**config.mk**
```make
export PLATFORM = sky130hd
export DESIGN_NAME = bounded_ordered_list_unit
export DESIGN_NICKNAME = d
export VERILOG_FILES = /design/src/rtl/bol_pkg.sv /design/src/rtl/bounded_ordered_list_unit.sv /design/src/rtl/bol_ram.sv /design/src/rtl/bol_ctrl.sv /design/src/rtl/bol_dpath.sv
export SDC_FILE = /design/constraint.sdc
export NUM_CORES = 1
export LEC_CHECK = 0
export BUFFER_PORTS_ARGS = -buffer_cell sky130_fd_sc_hd__buf_2
export CORE_MARGIN = 2
export CORE_UTILIZATION = 40
export DETAILED_ROUTE_END_ITERATION = 12
export GPL_ROUTABILITY_DRIVEN = 0
export GPL_TIMING_DRIVEN = 0
export RECOVER_POWER = 25
export SLEW_MARGIN = 40
export SYNTH_ARGS = -nofsm -noshare
export SYNTH_HDL_FRONTEND = slang
export SYNTH_SLANG_ARGS = --single-unit
export TNS_END_PERCENT = 10
```
**constraint.sdc**
```tcl
create_clock -name clock -period 5.4 [get_ports clock]
set_input_delay 0 -clock clock [delete_from_list [all_inputs] [get_ports clock]]
set_output_delay 0 -clock clock [all_outputs]
set_load 0.1 [all_outputs]
```
**src/rtl/bol_pkg.sv**
```systemverilog
// ----------------------------------------------------------------------------
// bol_pkg
// Shared constants, codes and control types of the bounded ordered list unit.
// ----------------------------------------------------------------------------
package bol_pkg;

   localparam int CAPACITY = 16;
   localparam int ADDR_W   = $clog2(CAPACITY);
   localparam int CNT_W    = $clog2(CAPACITY + 1);
   localparam int DATA_W   = 32;
   localparam int CMD_W    = 3;
   localparam int POS_W    = 5;
   localparam int STATUS_W = 2;
   localparam int ENTRY_W  = 5;
   localparam int CMP_W    = (CNT_W > POS_W) ? CNT_W : POS_W;

   typedef enum logic [CMD_W-1:0] {
      CMD_PUSH_BACK  = 3'd0,
      CMD_PUSH_FRONT = 3'd1,
      CMD_POP_BACK   = 3'd2,
      CMD_POP_FRONT  = 3'd3,
      CMD_INSERT     = 3'd4,
      CMD_REMOVE     = 3'd5,
      CMD_CONTAINS   = 3'd6
   } cmd_type;

   typedef enum logic [STATUS_W-1:0] {
      RS_OK      = 2'd0,
      RS_EMPTY   = 2'd1,
      RS_BAD_POS = 2'd2,
      RS_FULL    = 2'd3
   } status_code_type;

   typedef enum logic [3:0] {
      FSM_IDLE,
      FSM_UP,
      FSM_UP_WR,
      FSM_DN_FIRST,
      FSM_DN_GRAB,
      FSM_DN,
      FSM_DN_WR,
      FSM_SCAN,
      FSM_SCAN_CMP
   } fsm_state_type;

   typedef enum logic [1:0] {
      SEL_ZERO,
      SEL_COUNT,
      SEL_POS,
      SEL_LAST
   } ptr_sel_type;

   typedef enum logic [1:0] {
      RD_IDX,
      RD_IDX_DEC,
      RD_IDX_INC
   } rd_sel_type;

   typedef enum logic {
      WR_RD_DATA,
      WR_VALUE
   } wr_sel_type;

   typedef struct packed {
      logic            load;
      ptr_sel_type     idx_sel;
      ptr_sel_type     stop_sel;
      logic            rd_en;
      rd_sel_type      rd_sel;
      logic            wr_en;
      wr_sel_type      wr_sel;
      logic            idx_inc;
      logic            idx_dec;
      logic            grab;
      logic            cnt_inc;
      logic            cnt_dec;
      logic            finish;
      status_code_type status;
      logic            found;
      logic            ret_removed;
   } dp_cmd_type;

   typedef struct packed {
      logic empty;
      logic full;
      logic pos_over;
      logic pos_ge;
      logic at_stop;
      logic match;
   } dp_sts_type;

endpackage

```
**src/rtl/bounded_ordered_list_unit.sv**
```systemverilog
// ----------------------------------------------------------------------------
// bounded_ordered_list_unit
// Ordered list of up to CAPACITY signed 32-bit values with end and indexed
// push, pop, insert, remove and search commands.
// ----------------------------------------------------------------------------
// Usage: drive req_cmd, req_item_value and req_position with start high; the
// word is taken at the clock edge where start is high and busy is low. Exactly
// one response word follows on the rsp_ ports, marked by rsp_strobe for one
// cycle; the receiver has no way to hold it off.
// Steps, from the accepting edge to the response:
//   refused commands and the unused code: answered with no further step
//   push/insert: m entries moved toward the back, then the value written
//   pop/remove:  the removed entry read and kept, then m entries moved toward
//                the front
//   contains:    entries read and compared from the front until one matches,
//                else until every stored entry has been compared
// Pop front and a missed search on a full list take longest; the walk entry by
// entry through the single-port-pair entry RAM (one read, then one write, per
// moved entry) sets this. busy stays high until the cycle that presents the
// response, so a new command may be accepted in the same cycle it is shown.
// Reset (synchronous, active high) empties the list and clears the strobe;
// stored values need no clearing since only positions below the count are read.
// ----------------------------------------------------------------------------
module bounded_ordered_list_unit (
   input  logic                                 clock,
   input  logic                                 reset,
   input  logic                                 start,
   output logic                                 busy,
   input  logic [bol_pkg::CMD_W-1:0]            req_cmd,
   input  logic signed [bol_pkg::DATA_W-1:0]    req_item_value,
   input  logic [bol_pkg::POS_W-1:0]            req_position,
   output logic                                 rsp_strobe,
   output logic [bol_pkg::STATUS_W-1:0]         rsp_status,
   output logic signed [bol_pkg::DATA_W-1:0]    rsp_removed_value,
   output logic                                 rsp_found,
   output logic [bol_pkg::ENTRY_W-1:0]          rsp_entry_count
);

   bol_pkg::dp_cmd_type dp_cmd;
   bol_pkg::dp_sts_type dp_sts;

   bol_ctrl u_ctrl (
      .clock   (clock),
      .reset   (reset),
      .start   (start),
      .req_cmd (req_cmd),
      .busy    (busy),
      .sts     (dp_sts),
      .cmd     (dp_cmd)
   );

   bol_dpath u_dpath (
      .clock             (clock),
      .reset             (reset),
      .req_item_value    (req_item_value),
      .req_position      (req_position),
      .cmd               (dp_cmd),
      .sts               (dp_sts),
      .rsp_strobe        (rsp_strobe),
      .rsp_status        (rsp_status),
      .rsp_removed_value (rsp_removed_value),
      .rsp_found         (rsp_found),
      .rsp_entry_count   (rsp_entry_count)
   );

endmodule

```
**src/rtl/bol_ram.sv**
```systemverilog
// ----------------------------------------------------------------------------
// bol_ram
// Generic single-write, single-read RAM with registered read data.
// ----------------------------------------------------------------------------
module bol_ram #(
   parameter int WIDTH = 32,
   parameter int DEPTH = 16
) (
   input  logic                     clock,
   input  logic                     wr_en,
   input  logic [$clog2(DEPTH)-1:0] wr_addr,
   input  logic [WIDTH-1:0]         wr_data,
   input  logic                     rd_en,
   input  logic [$clog2(DEPTH)-1:0] rd_addr,
   output logic [WIDTH-1:0]         rd_data
);

   logic [WIDTH-1:0] mem_ff [DEPTH];
   logic [WIDTH-1:0] rd_data_ff;

   always_ff @(posedge clock) begin
      if (wr_en) begin
         mem_ff[wr_addr] <= wr_data;
      end
      if (rd_en) begin
         rd_data_ff <= mem_ff[rd_addr];
      end
   end

   assign rd_data = rd_data_ff;

endmodule

```
**src/rtl/bol_ctrl.sv**
```systemverilog
// ----------------------------------------------------------------------------
// bol_ctrl
// Command sequencer: checks each command, then steps the datapath through
// gap opening, gap closing or the search walk.
// ----------------------------------------------------------------------------
module bol_ctrl (
   input  logic                         clock,
   input  logic                         reset,
   input  logic                         start,
   input  logic [bol_pkg::CMD_W-1:0]    req_cmd,
   output logic                         busy,
   input  bol_pkg::dp_sts_type          sts,
   output bol_pkg::dp_cmd_type          cmd
);

   bol_pkg::fsm_state_type state_ff;
   bol_pkg::fsm_state_type state_in;

   always_ff @(posedge clock) begin
      if (reset) begin
         state_ff <= bol_pkg::FSM_IDLE;
      end else begin
         state_ff <= state_in;
      end
   end

   always_comb begin
      state_in        = state_ff;
      cmd             = '0;
      cmd.idx_sel     = bol_pkg::SEL_ZERO;
      cmd.stop_sel    = bol_pkg::SEL_ZERO;
      cmd.rd_sel      = bol_pkg::RD_IDX;
      cmd.wr_sel      = bol_pkg::WR_RD_DATA;
      cmd.status      = bol_pkg::RS_OK;
      unique case (state_ff)
         bol_pkg::FSM_IDLE: begin
            if (start) begin
               unique case (bol_pkg::cmd_type'(req_cmd))
                  bol_pkg::CMD_PUSH_BACK, bol_pkg::CMD_PUSH_FRONT: begin
                     if (sts.full) begin
                        cmd.finish = 1'b1;
                        cmd.status = bol_pkg::RS_FULL;
                     end else begin
                        cmd.load     = 1'b1;
                        cmd.idx_sel  = bol_pkg::SEL_COUNT;
                        cmd.stop_sel = (bol_pkg::cmd_type'(req_cmd) == bol_pkg::CMD_PUSH_BACK)
                                       ? bol_pkg::SEL_COUNT : bol_pkg::SEL_ZERO;
                        state_in     = bol_pkg::FSM_UP;
                     end
                  end
                  bol_pkg::CMD_POP_BACK, bol_pkg::CMD_POP_FRONT: begin
                     if (sts.empty) begin
                        cmd.finish = 1'b1;
                        cmd.status = bol_pkg::RS_EMPTY;
                     end else begin
                        cmd.load     = 1'b1;
                        cmd.idx_sel  = (bol_pkg::cmd_type'(req_cmd) == bol_pkg::CMD_POP_BACK)
                                       ? bol_pkg::SEL_LAST : bol_pkg::SEL_ZERO;
                        cmd.stop_sel = bol_pkg::SEL_LAST;
                        state_in     = bol_pkg::FSM_DN_FIRST;
                     end
                  end
                  bol_pkg::CMD_INSERT: begin
                     priority if (sts.empty) begin
                        cmd.finish = 1'b1;
                        cmd.status = bol_pkg::RS_EMPTY;
                     end else if (sts.pos_over) begin
                        cmd.finish = 1'b1;
                        cmd.status = bol_pkg::RS_BAD_POS;
                     end else if (sts.full) begin
                        cmd.finish = 1'b1;
                        cmd.status = bol_pkg::RS_FULL;
                     end else begin
                        cmd.load     = 1'b1;
                        cmd.idx_sel  = bol_pkg::SEL_COUNT;
                        cmd.stop_sel = bol_pkg::SEL_POS;
                        state_in     = bol_pkg::FSM_UP;
                     end
                  end
                  bol_pkg::CMD_REMOVE: begin
                     priority if (sts.empty) begin
                        cmd.finish = 1'b1;
                        cmd.status = bol_pkg::RS_EMPTY;
                     end else if (sts.pos_ge) begin
                        cmd.finish = 1'b1;
                        cmd.status = bol_pkg::RS_BAD_POS;
                     end else begin
                        cmd.load     = 1'b1;
                        cmd.idx_sel  = bol_pkg::SEL_POS;
                        cmd.stop_sel = bol_pkg::SEL_LAST;
                        state_in     = bol_pkg::FSM_DN_FIRST;
                     end
                  end
                  bol_pkg::CMD_CONTAINS: begin
                     cmd.load     = 1'b1;
                     cmd.idx_sel  = bol_pkg::SEL_ZERO;
                     cmd.stop_sel = bol_pkg::SEL_COUNT;
                     state_in     = bol_pkg::FSM_SCAN;
                  end
                  default: begin
                     cmd.finish = 1'b1;
                  end
               endcase
            end
         end
         bol_pkg::FSM_UP: begin
            if (sts.at_stop) begin
               cmd.wr_en   = 1'b1;
               cmd.wr_sel  = bol_pkg::WR_VALUE;
               cmd.cnt_inc = 1'b1;
               cmd.finish  = 1'b1;
               state_in    = bol_pkg::FSM_IDLE;
            end else begin
               cmd.rd_en  = 1'b1;
               cmd.rd_sel = bol_pkg::RD_IDX_DEC;
               state_in   = bol_pkg::FSM_UP_WR;
            end
         end
         bol_pkg::FSM_UP_WR: begin
            cmd.wr_en   = 1'b1;
            cmd.idx_dec = 1'b1;
            state_in    = bol_pkg::FSM_UP;
         end
         bol_pkg::FSM_DN_FIRST: begin
            cmd.rd_en = 1'b1;
            state_in  = bol_pkg::FSM_DN_GRAB;
         end
         bol_pkg::FSM_DN_GRAB: begin
            cmd.grab = 1'b1;
            state_in = bol_pkg::FSM_DN;
         end
         bol_pkg::FSM_DN: begin
            if (sts.at_stop) begin
               cmd.cnt_dec     = 1'b1;
               cmd.finish      = 1'b1;
               cmd.ret_removed = 1'b1;
               state_in        = bol_pkg::FSM_IDLE;
            end else begin
               cmd.rd_en  = 1'b1;
               cmd.rd_sel = bol_pkg::RD_IDX_INC;
               state_in   = bol_pkg::FSM_DN_WR;
            end
         end
         bol_pkg::FSM_DN_WR: begin
            cmd.wr_en   = 1'b1;
            cmd.idx_inc = 1'b1;
            state_in    = bol_pkg::FSM_DN;
         end
         bol_pkg::FSM_SCAN: begin
            if (sts.at_stop) begin
               cmd.finish = 1'b1;
               state_in   = bol_pkg::FSM_IDLE;
            end else begin
               cmd.rd_en = 1'b1;
               state_in  = bol_pkg::FSM_SCAN_CMP;
            end
         end
         bol_pkg::FSM_SCAN_CMP: begin
            if (sts.match) begin
               cmd.finish = 1'b1;
               cmd.found  = 1'b1;
               state_in   = bol_pkg::FSM_IDLE;
            end else begin
               cmd.idx_inc = 1'b1;
               state_in    = bol_pkg::FSM_SCAN;
            end
         end
         default: begin
            state_in = bol_pkg::FSM_IDLE;
         end
      endcase
   end

   assign busy = (state_ff != bol_pkg::FSM_IDLE);

endmodule

```
**src/rtl/bol_dpath.sv**
```systemverilog
// ----------------------------------------------------------------------------
// bol_dpath
// Entry store, count, walk pointer and response registers of the list.
// ----------------------------------------------------------------------------
module bol_dpath (
   input  logic                                 clock,
   input  logic                                 reset,
   input  logic signed [bol_pkg::DATA_W-1:0]    req_item_value,
   input  logic [bol_pkg::POS_W-1:0]            req_position,
   input  bol_pkg::dp_cmd_type                  cmd,
   output bol_pkg::dp_sts_type                  sts,
   output logic                                 rsp_strobe,
   output logic [bol_pkg::STATUS_W-1:0]         rsp_status,
   output logic signed [bol_pkg::DATA_W-1:0]    rsp_removed_value,
   output logic                                 rsp_found,
   output logic [bol_pkg::ENTRY_W-1:0]          rsp_entry_count
);

   localparam int CNT_W = bol_pkg::CNT_W;
   localparam int ADDR_W = bol_pkg::ADDR_W;
   localparam int CMP_W = bol_pkg::CMP_W;

   logic [CNT_W-1:0]                  count_ff, count_in;
   logic [CNT_W-1:0]                  idx_ff, idx_in;
   logic [CNT_W-1:0]                  stop_ff, stop_in;
   logic [bol_pkg::DATA_W-1:0]        value_ff, value_in;
   logic [bol_pkg::DATA_W-1:0]        removed_ff, removed_in;
   logic                              rsp_strobe_ff, rsp_strobe_in;
   logic [bol_pkg::STATUS_W-1:0]      rsp_status_ff, rsp_status_in;
   logic [bol_pkg::DATA_W-1:0]        rsp_removed_ff, rsp_removed_in;
   logic                              rsp_found_ff, rsp_found_in;
   logic [bol_pkg::ENTRY_W-1:0]       rsp_count_ff, rsp_count_in;

   logic [CNT_W-1:0]                  last_idx;
   logic [CNT_W-1:0]                  pos_cnt;
   logic [CMP_W-1:0]                  pos_ext, cnt_ext;
   logic [CNT_W-1:0]                  rd_ptr;
   logic [bol_pkg::DATA_W-1:0]        rd_data;
   logic [bol_pkg::DATA_W-1:0]        wr_data;

   assign last_idx = count_ff - CNT_W'(1);
   assign pos_cnt  = CNT_W'(req_position);
   assign pos_ext  = CMP_W'(req_position);
   assign cnt_ext  = CMP_W'(count_ff);

   assign sts.empty    = (count_ff == '0);
   assign sts.full     = (count_ff == CNT_W'(bol_pkg::CAPACITY));
   assign sts.pos_over = (pos_ext > cnt_ext);
   assign sts.pos_ge   = (pos_ext >= cnt_ext);
   assign sts.at_stop  = (idx_ff == stop_ff);
   assign sts.match    = (rd_data == value_ff);

   always_comb begin
      unique case (cmd.rd_sel)
         bol_pkg::RD_IDX_DEC: rd_ptr = idx_ff - CNT_W'(1);
         bol_pkg::RD_IDX_INC: rd_ptr = idx_ff + CNT_W'(1);
         default:             rd_ptr = idx_ff;
      endcase
   end

   assign wr_data = (cmd.wr_sel == bol_pkg::WR_VALUE) ? value_ff : rd_data;

   bol_ram #(
      .WIDTH (bol_pkg::DATA_W),
      .DEPTH (bol_pkg::CAPACITY)
   ) u_ram (
      .clock   (clock),
      .wr_en   (cmd.wr_en),
      .wr_addr (idx_ff[ADDR_W-1:0]),
      .wr_data (wr_data),
      .rd_en   (cmd.rd_en),
      .rd_addr (rd_ptr[ADDR_W-1:0]),
      .rd_data (rd_data)
   );

   always_comb begin
      idx_in     = idx_ff;
      stop_in    = stop_ff;
      value_in   = value_ff;
      removed_in = removed_ff;
      count_in   = count_ff;
      if (cmd.load) begin
         value_in = $unsigned(req_item_value);
         unique case (cmd.idx_sel)
            bol_pkg::SEL_ZERO:  idx_in = '0;
            bol_pkg::SEL_COUNT: idx_in = count_ff;
            bol_pkg::SEL_POS:   idx_in = pos_cnt;
            bol_pkg::SEL_LAST:  idx_in = last_idx;
            default:            idx_in = '0;
         endcase
         unique case (cmd.stop_sel)
            bol_pkg::SEL_ZERO:  stop_in = '0;
            bol_pkg::SEL_COUNT: stop_in = count_ff;
            bol_pkg::SEL_POS:   stop_in = pos_cnt;
            bol_pkg::SEL_LAST:  stop_in = last_idx;
            default:            stop_in = '0;
         endcase
      end
      if (cmd.idx_inc) begin
         idx_in = idx_ff + CNT_W'(1);
      end
      if (cmd.idx_dec) begin
         idx_in = idx_ff - CNT_W'(1);
      end
      if (cmd.grab) begin
         removed_in = rd_data;
      end
      if (cmd.cnt_inc) begin
         count_in = count_ff + CNT_W'(1);
      end
      if (cmd.cnt_dec) begin
         count_in = count_ff - CNT_W'(1);
      end
   end

   always_comb begin
      rsp_strobe_in  = cmd.finish;
      rsp_status_in  = rsp_status_ff;
      rsp_removed_in = rsp_removed_ff;
      rsp_found_in   = rsp_found_ff;
      rsp_count_in   = rsp_count_ff;
      if (cmd.finish) begin
         rsp_status_in  = cmd.status;
         rsp_removed_in = cmd.ret_removed ? removed_ff : '0;
         rsp_found_in   = cmd.found;
         rsp_count_in   = bol_pkg::ENTRY_W'(count_in);
      end
   end

   always_ff @(posedge clock) begin
      if (reset) begin
         count_ff      <= '0;
         rsp_strobe_ff <= 1'b0;
      end else begin
         count_ff      <= count_in;
         rsp_strobe_ff <= rsp_strobe_in;
      end
   end

   always_ff @(posedge clock) begin
      idx_ff         <= idx_in;
      stop_ff        <= stop_in;
      value_ff       <= value_in;
      removed_ff     <= removed_in;
      rsp_status_ff  <= rsp_status_in;
      rsp_removed_ff <= rsp_removed_in;
      rsp_found_ff   <= rsp_found_in;
      rsp_count_ff   <= rsp_count_in;
   end

   assign rsp_strobe        = rsp_strobe_ff;
   assign rsp_status        = rsp_status_ff;
   assign rsp_removed_value = $signed(rsp_removed_ff);
   assign rsp_found         = rsp_found_ff;
   assign rsp_entry_count   = rsp_count_ff;

   assert property (@(posedge clock) disable iff (reset)
      count_ff <= CNT_W'(bol_pkg::CAPACITY))
      else $error("entry count above capacity");

   assert property (@(posedge clock) disable iff (reset)
      cmd.wr_en |-> (idx_ff < CNT_W'(bol_pkg::CAPACITY)))
      else $error("write outside entry store");

   assert property (@(posedge clock) disable iff (reset)
      rsp_strobe && (rsp_status != bol_pkg::RS_OK) |-> (rsp_removed_value == '0))
      else $error("removed value on a refused command");

   assert property (@(posedge clock) disable iff (reset)
      rsp_strobe && rsp_found |-> (rsp_status == bol_pkg::RS_OK))
      else $error("found flag with error status");

   assert property (@(posedge clock) disable iff (reset)
      cmd.cnt_inc |-> !sts.full)
      else $error("count advanced on a full list");

endmodule
```
==> summary.md, run 1 <==
| Metric | Value |
|---|---|
| Logic pwr share | 27.2% |
| Top cell by count, worst path | clkbuf_1 |
| Total number of vias | 14,200 |
| Internal Power | 10.9 mW |
| Worst-path clk slew | 0.06 ns |
| Yosys warns | 0 |
| DRC | 0 |
| Antenna-violating nets left | 0 |
| Top delay family on crit path | buffers and inverters |
| Worst slew margin | -38.6% |
| Fillers | 5,452 |
| FFs w/ async S/R, synth | 0% |
| NetSw | 4.93 mW |
| Clock Power Share | 30.2% |
| Maximum Capacitance Violations | 2 |
| Distinct cells, synth | 61 |
| Post-synthesis instance area | 0.0268 sq mm |
| Post-synthesis sequential element count | 668 |
| Share of layout cells above drive strength 1 | 22.8% |
| Element type at the critical path start | flop |
| Antenna violations before repair | 2 |
| Total GRT Usage | 19.6% |
| Power share of the sequential group | 42.6% |
| Die area | 0.0690 sq mm |
| Critical path required time | 5.71 ns |
| Post-synth top cells | edfxtp_1 (658), mux4_2 (128), a21oi_1 (46), xnor2_1 (46), nor2_1 (45) |
| Starting density of the core | 40.6% |
| Worst path cell trace | clkbuf_1 > clkbuf_1 > clkbuf_2 > nand3_1 > ha_1 > mux2i_1 > nor2_1 > a21oi_1 > clkbuf_1 > buf_2 > mux4_2 > mux2i_1 > a21oi_1 |
| Total grt overflow | 0 |
| Share of the synthesized area in the top cell type | 73.8% |
| CTS tree | yes |
| Maximum clock rate | 194 MHz |
| CP arrival | 5.47 ns |
| Seq/Total Area, Yosys | 74.6% |
| Max-slew violation count | 31 |
| Pin slew with the least headroom to its limit | 2.08 ns |
| Failing checks | max-capacitance violations, max-slew violations |
| Pleak | 10.2 nW |
| RSZ-0062 raised after global routing | false |
| Setup Skew | 0.0184 ns |
| # resized after CTS | 0 |
| Die span in x | 263 um |
| CP max FO | 10 |
| Most used DFF post-synth | edfxtp_1 |
| H-tree levels | 3 |
| Final hold violations | 0 |
| Setup Fix Bufs, Post-CTS | 0 |
| Syn Nets | 1,433 |
| Standard-cell rows | 94 |
| Status | finished with violations |
| Post-Place Worst Slack | 0.353 ns |
| Switching share of power | 31.1% |
| Cts hold-fix bufs | 39 |
| Core box area | 0.0660 sq mm |
| Final nets | 1,665 |
| Vias in the first global route | 14,200 |
| Root Buffer | clkbuf_16 |
| Starting DRT DRC Count | 1,602 |
| Yosys top cell by area | edfxtp_1 |
| Most common cell in the netlist | edfxtp_1 |
| Clk sink count | 668 |
| Die H | 263 um |
| Crit path capture type | flop |
| Num CTS Buffers | 71 |
| Final Util | 47.9% |
| Drt via density | 5.63 |
| Crit Path Category | flop to flop |
| CP Buf/Inv Count | 5 |
| Post-synth EDFFs | 658 |
| Syn Area/Cell | 19.4 sq um |
| Crit-path max cell delay | 0.67 ns |
| Final Cycle Share | 95.5% |
| Ports | 85 |
| Post-Syn Instances | 1,376 |
| Layout area overhead | 18.2% |
| Power Density | 501 mW/mm^2 |
| Largest net degree at the start of global routing | 27 |
| Port bufs | 84 |
| Clk Latency, worst-skew pair | 0.60 ns |
| Worst setup margin | 0.242 ns |
| Slowest cell on the critical path | clkbuf_1 |
| Fin crit period | 5.16 ns |
| VDD IR max | 261 uV |
| First-pass GRT wire length | 98,000 um |
| Hpwl dp | 43,800 um |
| # setup viols final | 0 |
| DR WL/cell | 26.7 um |
| Initial DRT Pass Iterations | 8 |
| Final WL | 67,600 um |
| Maximum root-to-sink buffer count | 3 |
| Hold WC Path Type | input port to flop |
| Synth top area cells | edfxtp_1 (74%), mux4_2 (11%), xnor2_1 (1.5%), mux2i_1 (1.3%), mux2_2 (1.3%) |
final timing paths:
kind	startpoint	end	slack, ns	cells after the start
setup / recovery	u_ctrl.state_ff[2]	u_dpath.u_ram.rd_data[9]	0.24	13
hold / removal	req_cmd[0]	u_ctrl.state_ff[1]	0.05	6
setup reg to reg	u_ctrl.state_ff[2]	u_dpath.u_ram.rd_data[9]	0.24	13
hold reg to reg	u_dpath.u_ram.rd_data[4]	u_dpath.removed_ff[4]	0.49	0
power by group through the flow:
stage,combinational [mW],clock [mW],sequential [mW]
6_report,4.31,4.80,6.75
2_1_floorplan,2.61,0,7.17
3_3_place_gp,4.18,0,6.87
5_1_grt,4.57,5.09,6.78
3_5_place_dp,4.37,0,6.85
4_1_cts,4.41,4.88,6.75
placed cells by master (no fill, tap or decap), drive strengths merged, types with 14 or more instances in the layout:
cell         count
edfxtp         658
clkbuf         171
mux4           128
buf            107
a21oi           47
nor2            47
xnor2           46
and3            44
nor2b           42
dlygate4sd3     39
mux2i           36
mux2            33
a211oi          32
nand2           31
clkinv          29
o21ai           20
inv             18
nand3           16
ha              14
per-stage QoR:
stage | std cells | total power, mW | setup TNS (ns) | hold slack [ns] | area (sq um)
floorplan | 1376 | 9.78 | 0 | 0.0691 | 26800
global placement | 2324 | 11.0 | -98.07 | 0.179 | 28300
detailed placement | 2360 | 11.2 | 0 | 0.178 | 29100
CTS | 2529 | 16.0 | 0 | 0.0126 | 31800
global route | 2529 | 16.4 | 0 | 0.0887 | 31600
finish | 2531 | 15.9 | 0 | 0.0527 | 31600
registers in the layout, summed over array words and instances (netlist names):
signal / flops
u_dpath.stop_ff: 5
u_ctrl.state_ff: 4
u_dpath.rsp_found: 1
u_dpath.rsp_entry_count: 5
u_dpath.cnt_ext: 5
u_dpath.removed_ff: 32
u_dpath.rsp_strobe: 1
u_dpath.rsp_status: 2
u_dpath.value_ff: 32
u_dpath.u_ram.rd_data: 32
u_dpath.u_ram.mem_ff: 512
u_dpath.idx_ff: 5
u_dpath.rsp_removed_value: 32
worst register-to-register path, stage by stage, from the launching register on:
cell	delay, ns
dfxtp_1	0.34
clkbuf_1	0.39
clkbuf_1	0.65
clkbuf_2	0.55
nand3_1	0.19
ha_1	0.30
mux2i_1	0.17
nor2_1	0.06
a21oi_1	0.27
clkbuf_1	0.67
buf_2	0.55
mux4_2	0.39
mux2i_1	0.23
a21oi_1	0.11
logic make-up (layout without fill, tap and decap cells):
| kind of cell | after synthesis | in the layout | synth area share [%] |
|---|---|---|---|
| flops | 668 | 668 | 74.6 |
| simple gates | 226 | 226 | 4.63 |
| mux | 197 | 197 | 13.5 |
| compound gates | 132 | 132 | 3.20 |
| buf+inv | 86 | 375 | 1.69 |
| xor+xnor | 53 | 53 | 1.73 |
| fa+ha+maj | 14 | 14 | 0.655 |
| other cells | 0 | 2 | 0 |
layer usage:
metal	global-route usage (%)	vias to the layer above	routed length [um]
met4	4.49	0	1290
met3	3.97	99	5160
met5	0	-	0
met1	28.4	7505	29900
met2	30.8	594	31300
li1	-	6047	-
area by class of cell:
class,count,area [sq um],share of cell area [%]
multi-input combinational,622,6440,20.4
sequential,668,20000,63.1
antenna,2,5.00,0.0158
buffer,71,392,1.24
tap,864,1080,3.42
timing repair buffer,159,1420,4.48
clock buffer,87,1860,5.87
clock inverter,43,427,1.35
inverter,15,56.3,0.178
Note: power is estimated with default switching activity, not from simulation.
==> run 2: changes to the inputs <==
CELL_PAD_IN_SITES_DETAIL_PLACEMENT = 0   (was not set)
CELL_PAD_IN_SITES_GLOBAL_PLACEMENT = 2   (was not set)
PLACE_DENSITY_LB_ADDON = 0.1   (was not set)
==> run 2 against run 1 <==
Compared with the run above:
- the flow still finishes with violations (max-capacitance violations, max-slew violations)
- register-to-register slack improved by 0.40 ns
- routed wire length increased by 3.6%
- die area unchanged
- first-iteration DRC count decreased by 22%
- critical path depth increased by 2
- clock skew increased by 0.0068 ns
- largest cell class unchanged
- highest routed layer unchanged
==> summary.md, run 2 (synthesis gave the netlist of run 1 again) <==
| Metric | Value |
|---|---|
| Status | finished with violations |
| Failing checks | max-capacitance violations, max-slew violations |
| DRC | 0 |
| Maximum clock rate | 210 MHz |
| Vias in the first global route | 14,300 |
| Die span in x | 263 um |
| Total grt overflow | 0 |
| Antenna-violating nets left | 0 |
| Antenna violations before repair | 1 |
| Most frequent cells in the layout | edfxtp_1 (658), mux4_2 (128), clkbuf_1 (93), clkbuf_16 (78), buf_2 (58) |
| Clock Power Share | 31.2% |
| Critical path required time | 5.71 ns |
| Die area | 0.0690 sq mm |
| Fin crit period | 4.76 ns |
| Pin slew with the least headroom to its limit | 1.85 ns |
| Largest net degree at the start of global routing | 28 |
| Internal Power | 11.1 mW |
| Standard-cell rows | 94 |
| Overall power | 16.1 mW |
| Maximum Capacitance Violations | 2 |
| Fillers | 5,574 |
| Root Buffer | clkbuf_16 |
| Commonest non-fill, non-tap cell in the layout | edfxtp_1 |
| Final hold violations | 0 |
| Starting DRT DRC Count | 1,244 |
| NetSw | 5.04 mW |
| Switching share of power | 31.3% |
| H-tree levels | 3 |
| Pleak | 10.3 nW |
| Final Cycle Share | 88.1% |
| Hpwl dp | 46,300 um |
| Met2 wire length | 34,100 um |
| CTS tree | yes |
| Clk sink count | 668 |
| Num CTS Buffers | 75 |
| Port bufs | 84 |
| Top reg by flops | u_dpath.u_ram.mem_ff |
| Cell area after placement | 0.0291 sq mm |
| Element type at the critical path start | flop |
| Setup Skew | 0.0251 ns |
| Maximum root-to-sink buffer count | 3 |
| Final nets | 1,667 |
| Ports | 85 |
| Drt via density | 5.42 |
| Met1 wire length | 31,000 um |
| Clk Latency, worst-skew pair | 0.62 ns |
| DR WL met3 | 3590 um |
| Crit path capture type | flop |
| Total GRT Usage | 20.5% |
| CP max FO | 10 |
| Layout area overhead | 18.6% |
| Worst setup margin | 0.642 ns |
| Share of layout cells above drive strength 1 | 23.2% |
| Max reg flops | 512 |
| VDD IR max | 230 uV |
| Core box area | 0.0660 sq mm |
| Finished Cell Area | 0.0317 sq mm |
| DR WL/cell | 27.6 um |
| Initial DRT Pass Iterations | 5 |
| Final WL | 70,100 um |
| First-pass GRT wire length | 101,000 um |
| Die H | 263 um |
| Worst-path clk slew | 0.06 ns |
| Max-slew violation count | 24 |
| Setup TNS | 0 ns |
| Starting density of the core | 40.6% |
| Worst slew margin | -23.2% |
| Hold WC Path Type | input port to flop |
| Post-Place Worst Slack | 0.301 ns |
| Highest Signal Layer | met4 |
| Crit Path Category | flop to flop |
| Total number of vias | 13,700 |
| Power share of the sequential group | 41.9% |
| # setup viols final | 0 |
| RSZ-0062 raised after global routing | false |
| CP arrival | 5.06 ns |
| Power Density | 507 mW/mm^2 |
| Logic pwr share | 26.9% |
## run 2: changes by cell type in the layout (fill, tap and decap cells not counted), sizes merged
cell           previous run  this run
buf                     107       102
inv                      18        19
clkinvlp                  3         4
clkinv                   29        33
clkbuf                  171       177
bufinv                    8         6
clkdlybuf4s15             0         1
## run 2: what timing repair did
item,CTS,global route
setup buffers,0,0
endpoints found under the hold margin,53,0
hold buffers,39,0
setup endpoints to repair,0,2
gates resized for setup,0,4
## run 2: stage by stage
stage	hold slack [ns]	instances	utilization, %
after CTS	0.00611	2535	48.4
after floorplan	0.0691	1376	-
after detailed placement	0.178	2358	44.1
final	0.0479	2537	48.1
after global placement	0.176	2324	42.8
after global routing	0.0751	2535	48.1
## run 2: area by class of cell
cell class | instances | area, sq um | share of cell area [%]
plain buffers | 71 | 394 | 1.24
flip-flops and latches | 668 | 20000 | 62.9
well taps | 864 | 1080 | 3.41
diodes | 2 | 5.00 | 0.0158
clock buffers | 91 | 2020 | 6.37
inverters | 15 | 56.3 | 0.177
multi-input cells | 622 | 6440 | 20.3
repair buffers | 157 | 1370 | 4.31
clock inverters | 47 | 410 | 1.29
## run 2: final timing paths
check,from,endpoint,slack [ns],cells past startpoint
setup / recovery,u_dpath.idx_ff[2],u_dpath.u_ram.rd_data[17],0.64,15
hold / removal,req_cmd[0],u_ctrl.state_ff[1],0.05,6
setup reg to reg,u_dpath.idx_ff[2],u_dpath.u_ram.rd_data[17],0.64,15
hold reg to reg,u_dpath.u_ram.rd_data[25],u_dpath.removed_ff[25],0.48,0
## run 2: worst max-delay path, stage by stage (launching register included)
cell and delay (ns):
edfxtp_1 0.40, clkbuf_1 0.27, xor2_1 0.22, nor3_1 0.40, nand2_1 0.30, nand3_1 0.18, inv_1 0.05, ha_1 0.26
buf_2 0.19, nor2_1 0.07, a21oi_1 0.18, clkdlybuf4s15_1 0.67, buf_2 0.51, mux4_2 0.38, mux2i_1 0.22, a21oi_1 0.12
## run 2: power by group through the flow
stage               logic [mW]  clock network, mW  registers, mW
floorplan                 2.61                  0           7.17
global placement          4.29                  0           6.87
detailed placement        4.45                  0           6.84
CTS                       4.48               5.15           6.73
global route              4.66               5.34           6.78
finish                    4.33               5.03           6.74
## run 2: metal layers
metal  vias up  global-route usage, %
met5         -                      0
met4         0                   5.39
met3        84                   3.91
met2       358                   33.4
met1      7242                   28.5
li1       6065                      -
==> run 3: changes to the inputs <==
ABC_AREA = 1   (was not set)
GPL_ROUTABILITY_DRIVEN = not set   (was 0)
==> run 3 against run 2 <==
Compared with the run above:
- the run now ends clean
- critical path depth grew 1
- sequential share of layout area decreased by 3.2 points
- maximum frequency rose by 3.1%
- count of clock-buffer cells in the layout up 5
- hold slack improved by 0.047 ns
- synthesized cell count rose by 58%
- flip-flop and latch count is the same
- core utilization is 0.16 points lower
- first-iteration DRC count grew 51%
- worst setup slack better by 0.14 ns
- critical endpoint is now u_dpath.u_ram.rd_data[12]
- largest power group unchanged
==> summary.md, run 3 <==
| Metric | Value |
|---|---|
| Status | finished, final reports clean |
| Post-Syn Instances | 2,172 |
| Hpwl dp | 62,300 um |
| Crit Path Category | flop to flop |
| Yosys warns | 0 |
| Num CTS Buffers | 76 |
| Fillers | 6,292 |
| Overall power | 15.2 mW |
| Cts hold-fix bufs | 43 |
| Worst-path clk slew | 0.06 ns |
| RSZ-0062 raised after global routing | false |
| Cell area after placement | 0.0308 sq mm |
| Synth top area cells | edfxtp_1 (70%), o211ai_1 (4.5%), nand2_1 (3.8%), o21ai_0 (2.6%), inv_1 (2.3%) |
| Crit-path max cell delay | 0.57 ns |
| Die span in x | 269 um |
| # resized after CTS | 0 |
| Final Util | 47.9% |
| Register area | 0.0200 sq mm |
| Antenna-violating nets left | 0 |
| Element type at the critical path start | flop |
| Final hold violations | 0 |
| Post-Synth XOR/XNOR Area | 1.12% |
| Initial DRT Pass Iterations | 5 |
| Power Density | 454 mW/mm^2 |
| Pin slew with the least headroom to its limit | 1.34 ns |
| Slowest cell on the critical path | clkbuf_1 |
| Clk Latency, worst-skew pair | 0.63 ns |
| Total GRT Usage | 24.0% |
| Ports | 85 |
| Starting DRT DRC Count | 1,874 |
| Antenna violations before repair | 2 |
| Crit path capture type | flop |
| Post-synth EDFFs | 658 |
| Final WL | 87,500 um |
| Finished Cell Area | 0.0335 sq mm |
| Vias in the first global route | 17,900 |
| Final nets | 2,509 |
| Most frequent cells in the layout | edfxtp_1 (658), nand2_1 (281), inv_1 (170), o211ai_1 (170), o21ai_0 (145) |
| Pleak | 11.7 nW |
| Drt via density | 5.34 |
| Core box area | 0.0698 sq mm |
| Standard-cell rows | 97 |
| Post-synthesis sequential element count | 668 |
| Seq/Total Area, Yosys | 71.0% |
| First-pass GRT wire length | 126,000 um |
| Mux cell area share after synthesis | 0% |
| Largest net degree at the start of global routing | 41 |
| H-tree levels | 3 |
| Fin crit period | 4.61 ns |
| Root Buffer | clkbuf_16 |
| Hold WC Path Type | input port to flop |
| VDD IR max | 247 uV |
| Worst slew margin | 10.2% |
| Total number of vias | 18,400 |
| Total grt overflow | 0 |
| Commonest non-fill, non-tap cell in the layout | edfxtp_1 |
| CP max FO | 10 |
| Distinct cells, synth | 37 |
| Synth Area in Simple Gates | 11.0% |
| Top reg by flops | u_dpath.u_ram.mem_ff |
| Setup Fix Bufs, Post-CTS | 0 |
| Top cell by count, worst path | inv_1 |
| # setup viols final | 0 |
| Most used DFF post-synth | edfxtp_1 |
| Most common cell in the netlist | edfxtp_1 |
| Port bufs | 84 |
| DR WL/cell | 25.3 um |
| Combinational family with the most area after synthesis | compound AO/OA/AOI/OAI gates |
| Starting density of the core | 40.3% |
| Share of layout cells above drive strength 1 | 15.9% |
| Maximum root-to-sink buffer count | 3 |
| Clk sink count | 668 |
| DRC | 0 |
| Maximum Capacitance Violations | 0 |
| Routability congestion estimate | 0.815 |
| Maximum clock rate | 217 MHz |
| FFs w/ async S/R, synth | 0% |
| Yosys top cell by area | edfxtp_1 |
| Critical path required time | 5.83 ns |
| Synth Area in Compound Gates | 11.5% |
| Syn Area/Cell | 13.0 sq um |
| Setup Skew | 0.0253 ns |
| CTS tree | yes |
| Worst path cell trace | inv_1 > nor2_1 > nor3_2 > nand3_1 > inv_1 > nor2_1 > inv_1 > ha_1 > inv_2 > o21ai_2 > buf_4 > clkbuf_1 > o211ai_1 > o211ai_1 > nand3_1 > nand2_1 |
| Die area | 0.0725 sq mm |
| Post-synthesis instance area | 0.0281 sq mm |
| Die H | 269 um |
| Max-slew violation count | 0 |
| Syn Nets | 2,229 |
| Layout area overhead | 18.9% |
| Final Cycle Share | 85.5% |
| Area of the multi-input gates | 0.00694 sq mm |
| Share of the synthesized area in the top cell type | 70.2% |
| Max reg flops | 512 |
| CP arrival | 5.04 ns |
| Adder-cell share of the synthesized area | 0.623% |
| Post-synth top cells | edfxtp_1 (658), nand2_1 (285), o211ai_1 (170), inv_1 (169), o21ai_0 (147) |
[run 3: cell type report]
class | count | share of cell area [%]
Clock buffer | 96 | 6.10
Tap cell | 940 | 3.52
Buffer | 118 | 1.96
Multi-Input combinational cell | 1205 | 20.7
Clock inverter | 40 | 1.13
Sequential cell | 668 | 59.7
Inverter | 181 | 2.03
Antenna cell | 1 | 0.00748
Timing Repair Buffer | 202 | 4.85
[run 3: per-layer routing]
layer / up-vias / share of wire (%) / track usage (%)
met5: - / 0 / 0
met4: 0 / 2.6 / 6.76
met3: 131 / 6.4 / 3.32
met2: 662 / 46 / 37.7
met1: 9243 / 45 / 34.8
li1: 8403 / - / -
[run 3: kinds of logic after synthesis]
kind of cell,after synthesis
simple gates,684
flops,668
compound gates,471
buf+inv,299
xor+xnor,36
fa+ha+maj,14
[run 3: worst max-delay path, delay by kind of cell, from the launching register on]
family,cells,cell delay [ns]
fa+ha+maj,1,0.31
buf+inv,6,1.36
simple gates,6,1.31
compound gates,3,0.92
flops,1,0.52
[run 3: worst paths after layout]
kind	start	end	slack [ns]	cells past startpoint
worst min register to register	u_dpath.u_ram.rd_data[18]	u_dpath.removed_ff[18]	0.45	0
worst max-delay path	u_dpath.idx_ff[0]	u_dpath.u_ram.rd_data[12]	0.79	16
worst min-delay path	req_item_value[2]	u_dpath.value_ff[2]	0.09	2
worst max register to register	u_dpath.idx_ff[0]	u_dpath.u_ram.rd_data[12]	0.79	16
[run 3: power breakdown]
| part | switching, mW | leakage, nW | internal, mW |
|---|---|---|---|
| combinational | 2.87 | 4.48 | 0.928 |
| sequential | 0.105 | 6.05 | 6.24 |
| clock | 2.09 | 1.16 | 2.97 |
| total | 5.07 | 11.7 | 10.1 |
[run 3: through the flow]
stage / setup slack, ns / hold slack, ns / instances / TNS [ns]
floorplan: 1.40 / 0.0624 / 2172 / 0
global placement: -1.98 / 0.179 / 3196 / -347.37
detailed placement: 1.02 / 0.178 / 3271 / 0
CTS: 1.00 / 0.0656 / 3450 / 0
global route: 0.642 / 0.0840 / 3450 / 0
finish: 0.785 / 0.0946 / 3451 / 0
